`config.mk`:
```
export PLATFORM = sky130hd
export DESIGN_NAME = csc_mul
export DESIGN_NICKNAME = d
export VERILOG_FILES = /design/src/rtl/csc_sparse_matrix_vector_multiply_unit_macros.svh /design/src/rtl/csc_pkg.sv /design/src/rtl/csc_mul.sv
export SDC_FILE = /design/constraint.sdc
export NUM_CORES = 2
export LEC_CHECK = 0
export ABC_AREA = 1
export ABC_CLOCK_PERIOD_IN_PS = 8900
export BUFFER_PORTS_ARGS = -buffer_cell sky130_fd_sc_hd__buf_2
export CAP_MARGIN = 15
export CORE_MARGIN = 1.5
export CORE_UTILIZATION = 35
export CTS_CLUSTER_DIAMETER = 150
export CTS_CLUSTER_SIZE = 30
export DETAILED_ROUTE_END_ITERATION = 8
export GPL_TIMING_DRIVEN = 0
export PLACE_DENSITY = 0.51
export SLEW_MARGIN = 5
export SYNTH_ARGS = -nofsm -noshare
export SYNTH_HDL_FRONTEND = slang
export SYNTH_SLANG_ARGS = --single-unit
```
`constraint.sdc`:
```
create_clock -name aclk -period 8.9 [get_ports aclk]
set_input_delay 0.89 -clock aclk [delete_from_list [all_inputs] [get_ports aclk]]
set_output_delay 0.89 -clock aclk [all_outputs]
set_load 0.005 [all_outputs]
```
`src/rtl/csc_sparse_matrix_vector_multiply_unit_macros.svh`:
```
// ----------------------------------------------------------------------------
// CSC sparse matrix-vector unit assertion macros
// Concurrent checks clocked on aclk and disabled while aresetn is low.
// ----------------------------------------------------------------------------
`ifndef CSC_SPARSE_MATRIX_VECTOR_MULTIPLY_UNIT_MACROS_SVH
`define CSC_SPARSE_MATRIX_VECTOR_MULTIPLY_UNIT_MACROS_SVH

`ifndef SYNTH
// property must hold at every clock edge out of reset
`define CSC_ASSERT(label, prop, msg) \
    label: assert property (@(posedge aclk) disable iff (!aresetn) prop) else $error(msg);
// expression must never be true out of reset
`define CSC_NEVER(label, expr, msg) \
    label: assert property (@(posedge aclk) disable iff (!aresetn) !(expr)) else $error(msg);
`else
`define CSC_ASSERT(label, prop, msg)
`define CSC_NEVER(label, expr, msg)
`endif

`endif

```
`src/rtl/csc_pkg.sv`:
```
// ----------------------------------------------------------------------------
// CSC sparse matrix-vector package
// Shared widths, codes, the multiplier request type and saturating add.
// ----------------------------------------------------------------------------
package csc_pkg;

    localparam int DEF_MAX_DIM     = 64;
    localparam int DEF_MAX_NONZERO = 4096;

    localparam int VAL_W  = 32;
    localparam int SUM_W  = 56;
    localparam int PROD_W = 48;
    localparam int IDX_W  = 6;
    localparam int OP_W   = 3;
    localparam int STS_W  = 2;
    localparam int DIMR_W = 7;
    localparam int THR_W  = 31;
    localparam int CFGI_W = 2;

    // command codes carried in tuser of the input channel
    typedef enum logic [OP_W-1:0] {
        OP_CLEAR  = 3'd0,
        OP_INSERT = 3'd1,
        OP_LOAD   = 3'd2,
        OP_XM     = 3'd3,
        OP_MX     = 3'd4
    } op_t;

    // status codes of single status results
    typedef enum logic [STS_W-1:0] {
        STS_OK    = 2'd0,
        STS_ORDER = 2'd1,
        STS_FULL  = 2'd2,
        STS_RANGE = 2'd3
    } status_t;

    // configuration register indexes
    localparam logic [CFGI_W-1:0] CFG_ROWS   = 2'd0;
    localparam logic [CFGI_W-1:0] CFG_COLS   = 2'd1;
    localparam logic [CFGI_W-1:0] CFG_THRESH = 2'd2;

    // operands for the shared multiplier
    typedef struct packed {
        logic                    en;
        logic signed [VAL_W-1:0] a;
        logic signed [VAL_W-1:0] b;
    } mul_req_t;

    // add a product into a Q39.16 sum, clamping at the 56-bit range
    function automatic logic signed [SUM_W-1:0] sat_add(
        input logic signed [SUM_W-1:0]  acc,
        input logic signed [PROD_W-1:0] d
    );
        logic signed [SUM_W:0] s;
        s = {acc[SUM_W-1], acc} + {{(SUM_W + 1 - PROD_W){d[PROD_W-1]}}, d};
        if (s[SUM_W] != s[SUM_W-1]) begin
            return s[SUM_W] ? {1'b1, {(SUM_W - 1){1'b0}}} : {1'b0, {(SUM_W - 1){1'b1}}};
        end
        return s[SUM_W-1:0];
    endfunction

endpackage

```
`src/rtl/csc_mul.sv`:
```
// ----------------------------------------------------------------------------
// CSC product stage
// Registered 32x32 signed multiply, floored to Q.16 by dropping 16 bits.
// ----------------------------------------------------------------------------
module csc_mul (
    input  logic                                aclk,
    input  csc_pkg::mul_req_t                   req,
    output logic signed [csc_pkg::PROD_W-1:0]   prod
);
    import csc_pkg::*;

    logic signed [2*VAL_W-1:0]  full_prod;
    logic signed [PROD_W-1:0]   prod_reg;

    // arithmetic drop of the low bits is a floor in two's complement
    assign full_prod = req.a * req.b;

    always_ff @(posedge aclk) begin
        if (req.en) begin
            prod_reg <= full_prod[2*VAL_W-1:16];
        end
    end

    assign prod = prod_reg;

endmodule

```
; Word-level counts from Yosys, hierarchy flattened
; Index checks and enable logic that the tools add are counted.
[word_totals]
register_bits = 48
elab_cells = 2
out_inout_bits = 48
[op_classes]
n_mul = 1
[ops]
columns = op, count
row1 = $mul A32 B32 Y64, 1

; Longest topological paths before layout
[depth]
word_depth = 1
ltp_mapped = 32
mapped_depth_nobuf = 31

; Least setup slack after synthesis
; Ideal clock, no wire load.
[synth_path]
kind = input -> register
from = input port req[63] (netlist name)
to = register prod_reg[47] (netlist: prod[47]) (data pin)
required_time_ns = 8.648
path_stages = 27
setup_time_ns = 0.252
path_slack_ns = 1.215
t_arrival_ns = 7.433
cell_sequence = clkbuf_1 > nand2_1 > inv_1 > fa_1 > inv_1 > fa_1 > inv_1 > fa_1 > fa_1 > inv_1 > fa_1 > inv_1 > fa_1 > inv_1 > fa_1 > fa_1 > inv_1 > ha_1 > nand2_1 > nor2_1 > inv_1 > nor3_2 > nand2_1 > nor3_1 > a21oi_1 > nand2_1 > nand2_1
[synth_between]
elab_chain_cells = 1
[synth_lines]
columns = element, line
row1 = start: declaration, csc_mul.sv:7  ; input csc_pkg::mul_req_t req,
row2 = $mul A32 B32 Y64, csc_mul.sv:16  ; assign full_prod = req.a * req.b;
row3 = net full_prod[63], csc_mul.sv:12  ; logic signed [2*VAL_W-1:0] full_prod;
row4 = end signal: assignment, csc_mul.sv:20  ; prod_reg <= full_prod[2*VAL_W-1:16];
row5 = end: declaration, csc_mul.sv:13  ; logic signed [PROD_W-1:0] prod_reg;
; The timed path passes the listed nets, and every way through them passes these cells.
; A chain may end at the register's enable or synchronous reset.

; Final worst setup path
[layout_path]
from = input port req[63] (netlist name)
to = register prod_reg[41] (netlist: prod[41]) (data pin)
; Same word-level chain as after synthesis.

==> flow_metrics.env <==
export IMPL_grt_pass1_wl_um=231000
export IMPL_firstDrtPassIters=9
export IMPL_hp_start="req[64]"
export IMPL_hp_class="input port to register"
export IMPL_rows=123
export IMPL_synth_area_mux_share_pct=0
export IMPL_hpwl_um=136000
export IMPL_synth_fp_nets=6279
export IMPL_dieArea_um2=115000
export IMPL_vias=31800
export IMPL_synth_top_family_by_area="adder cells"
export IMPL_max_freq_mhz=115
export IMPL_wl_um=157000
export IMPL_worstPathMaxFanout=10
export IMPL_worstPathRequired_ns=8.95
export IMPL_hold_viol=0
export IMPL_synthMostInstantiatedCell="inv_1"
export IMPL_netlist_area_um2=39600
export IMPL_rsz0062_at_grt="no"
export IMPL_period_minus_slack_ns=8.68
export IMPL_cts_made_buffers=5
export IMPL_worstMarginPinSlew_ns=1.36
export IMPL_grt_pass1_vias=33900
export IMPL_status="finished clean"
export IMPL_die_h_um=339
export IMPL_drt_vias_per_instance=4.83
export IMPL_cp_startpoint="req[63]"
export IMPL_clk_path_buf_depth=2
export IMPL_clock_sinks=48
export IMPL_nFillCells=12000
export IMPL_portBuffers=113
export IMPL_setup_violations=0
export IMPL_layout_drive_gt1_share_pct=3.36
export IMPL_fp_dieW_um=339
export IMPL_nNetsFinal=6410
export IMPL_syn_instance_count=4952
export IMPL_ctsHoldBuffers=0
export IMPL_path_clk_slew_ns=0.07
export IMPL_crit_path_end_kind="register"
export IMPL_ys_types=29
export IMPL_grt_start_max_net_pins=49
export IMPL_overflow=0
export IMPL_synth_area_top_cells="fa_1 (55%), inv_1 (15%), nand2_1 (13%)"
export IMPL_final_core_util_pct=37.7
export IMPL_gp_routability_congestion=1.00
export IMPL_max_cap_violations=0
export IMPL_io_pins=114
export IMPL_grt_antenna_before_repair=11
export IMPL_yosysSeqAreaShare_pct=3.64
export IMPL_track_usage_pct=28.1
export IMPL_synth_xor_area_share_pct=0.730
export IMPL_initial_utilization_pct=35.2
export IMPL_final_max_slew_viol_count=0
export IMPL_core_area_um2=112000
export IMPL_syn_to_final_growth_pct=6.98
export IMPL_synth_edff_count=48
export IMPL_yosysWarnings=0
export IMPL_slew_headroom_pct=9.25
export IMPL_detail_route_wl_per_cell_um=23.9
export IMPL_clockRootBuffer="clkbuf_16"
export IMPL_antenna_left=0
export IMPL_synth_top_area_share_pct=54.7
export IMPL_fin_crit_sh_pct=97.6
export IMPL_async_reset_ff_share_pct=0
export IMPL_avgSynthCellArea_um2=7.99
export IMPL_dr_first_iter_drc_count=2798
export IMPL_synth_adder_area_share_pct=60.4
export IMPL_cts_max_level=2
export IMPL_start_kind="input port"
export IMPL_largest_register_ffs=48
export IMPL_synth_largest_area_cell="fa_1"
export IMPL_cts_tree="built"
export IMPL_path_class="input port to register"
export IMPL_netlist_top_cells_count="inv_1 (1633), nand2_1 (1394), fa_1 (1081), clkbuf_1 (191), ha_1 (180)"
export IMPL_synthFlopType="edfxtp_1"
export IMPL_arrival_ns=8.74
export IMPL_drc=0
export IMPL_synth_seq_cells=48
export IMPL_yosys_area_share_simple_pct=16.1
export IMPL_synth_compound_area_share_pct=1.86
==> cells in the final DEF, fill, tap and decap left out, drive strengths merged, types with 4 or more instances in the layout <==
master	n
o21ai	39
fa	1081
clkinvlp	4
nor3	11
nand4	11
xor2	25
nand2	1398
a21oi	81
nand3	47
clkbuf	193
or2	8
edfxtp	48
nor4	4
inv	1632
nor2	163
o21bai	12
buf	128
xnor2	8
ha	180
==> routing by layer <==
| metal | wire length (µm) | up-vias | GRT usage, % |
|---|---|---|---|
| li1 | - | 13800 | - |
| met1 | 64000 | 16400 | 37.8 |
| met2 | 71400 | 1317 | 45.0 |
| met3 | 12900 | 290 | 4.09 |
| met4 | 8970 | 6 | 12.5 |
| met5 | 45 | - | 0 |
==> through the flow <==
step	area, µm²	TNS, ns	hold WS, ns	cells	setup WS [ns]
floorplan	39600	0	1.00	4952	1.21
global route	42300	0	1.42	6585	0.00546
detailed placement	42100	-17.18	1.28	6568	-1.29
CTS	42200	0	1.39	6575	0.0214
global placement	42000	-16.99	1.28	6565	-1.31
finish	42300	0	1.38	6587	0.218
==> worst max-delay path: stages <==
cell and delay (ns):
buf_2 0.13, clkbuf_4 0.27, nand2_1 0.22, inv_1 0.09, fa_1 0.59, clkinvlp_4 0.23
fa_1 0.57, inv_2 0.09, fa_1 0.53, fa_2 0.78, clkinvlp_4 0.15, buf_4 0.17
fa_1 0.47, inv_1 0.09, fa_1 0.50, fa_1 0.62, fa_1 0.45, ha_1 0.48
nand2_1 0.18, nor2_1 0.20, inv_1 0.10, nor2_1 0.15, nand2_1 0.14, nor3_1 0.15
nand2_1 0.22, nand3_1 0.14, nand2_1 0.08
==> kinds of logic (layout without fill, tap and decap cells) <==
family,after synthesis,count (layout)
AOI/OAI and AO/OA,138,138
xor gates and xnor gates,33,33
adders and majority gates,1261,1261
buffers and inverters,1827,1959
DFF,48,48
other,0,3
and+or+nand+nor,1645,1645
==> final cells by class <==
type	instances	area (µm²)	share of cell area, %
timing repair buffer	127	697	1.65
sequential	48	1440	3.40
clock inverter	3	26.3	0.0621
antenna	3	7.51	0.0177
inverter	1635	6150	14.5
tap	1500	1880	4.43
buffer	189	718	1.70
multi-input combinational	3077	31300	73.9
clock buffer	5	125	0.296
==> repair_timing <==
action / in CTS / in global routing
pin swaps: 0 / 1
setup buffers: 0 / 10
gates resized for setup: 6 / 14
gates cloned: 0 / 0
endpoints found under the setup margin: 18 / 14
==> final timing paths <==
kind	end	cells past startpoint	slack (ns)
worst max-delay path	prod[41]	27	0.22
worst min-delay path	prod[25]	1	1.38
Power is not shown: default switching activity piles up to over one toggle a cycle in this logic, so the estimate is an artifact.
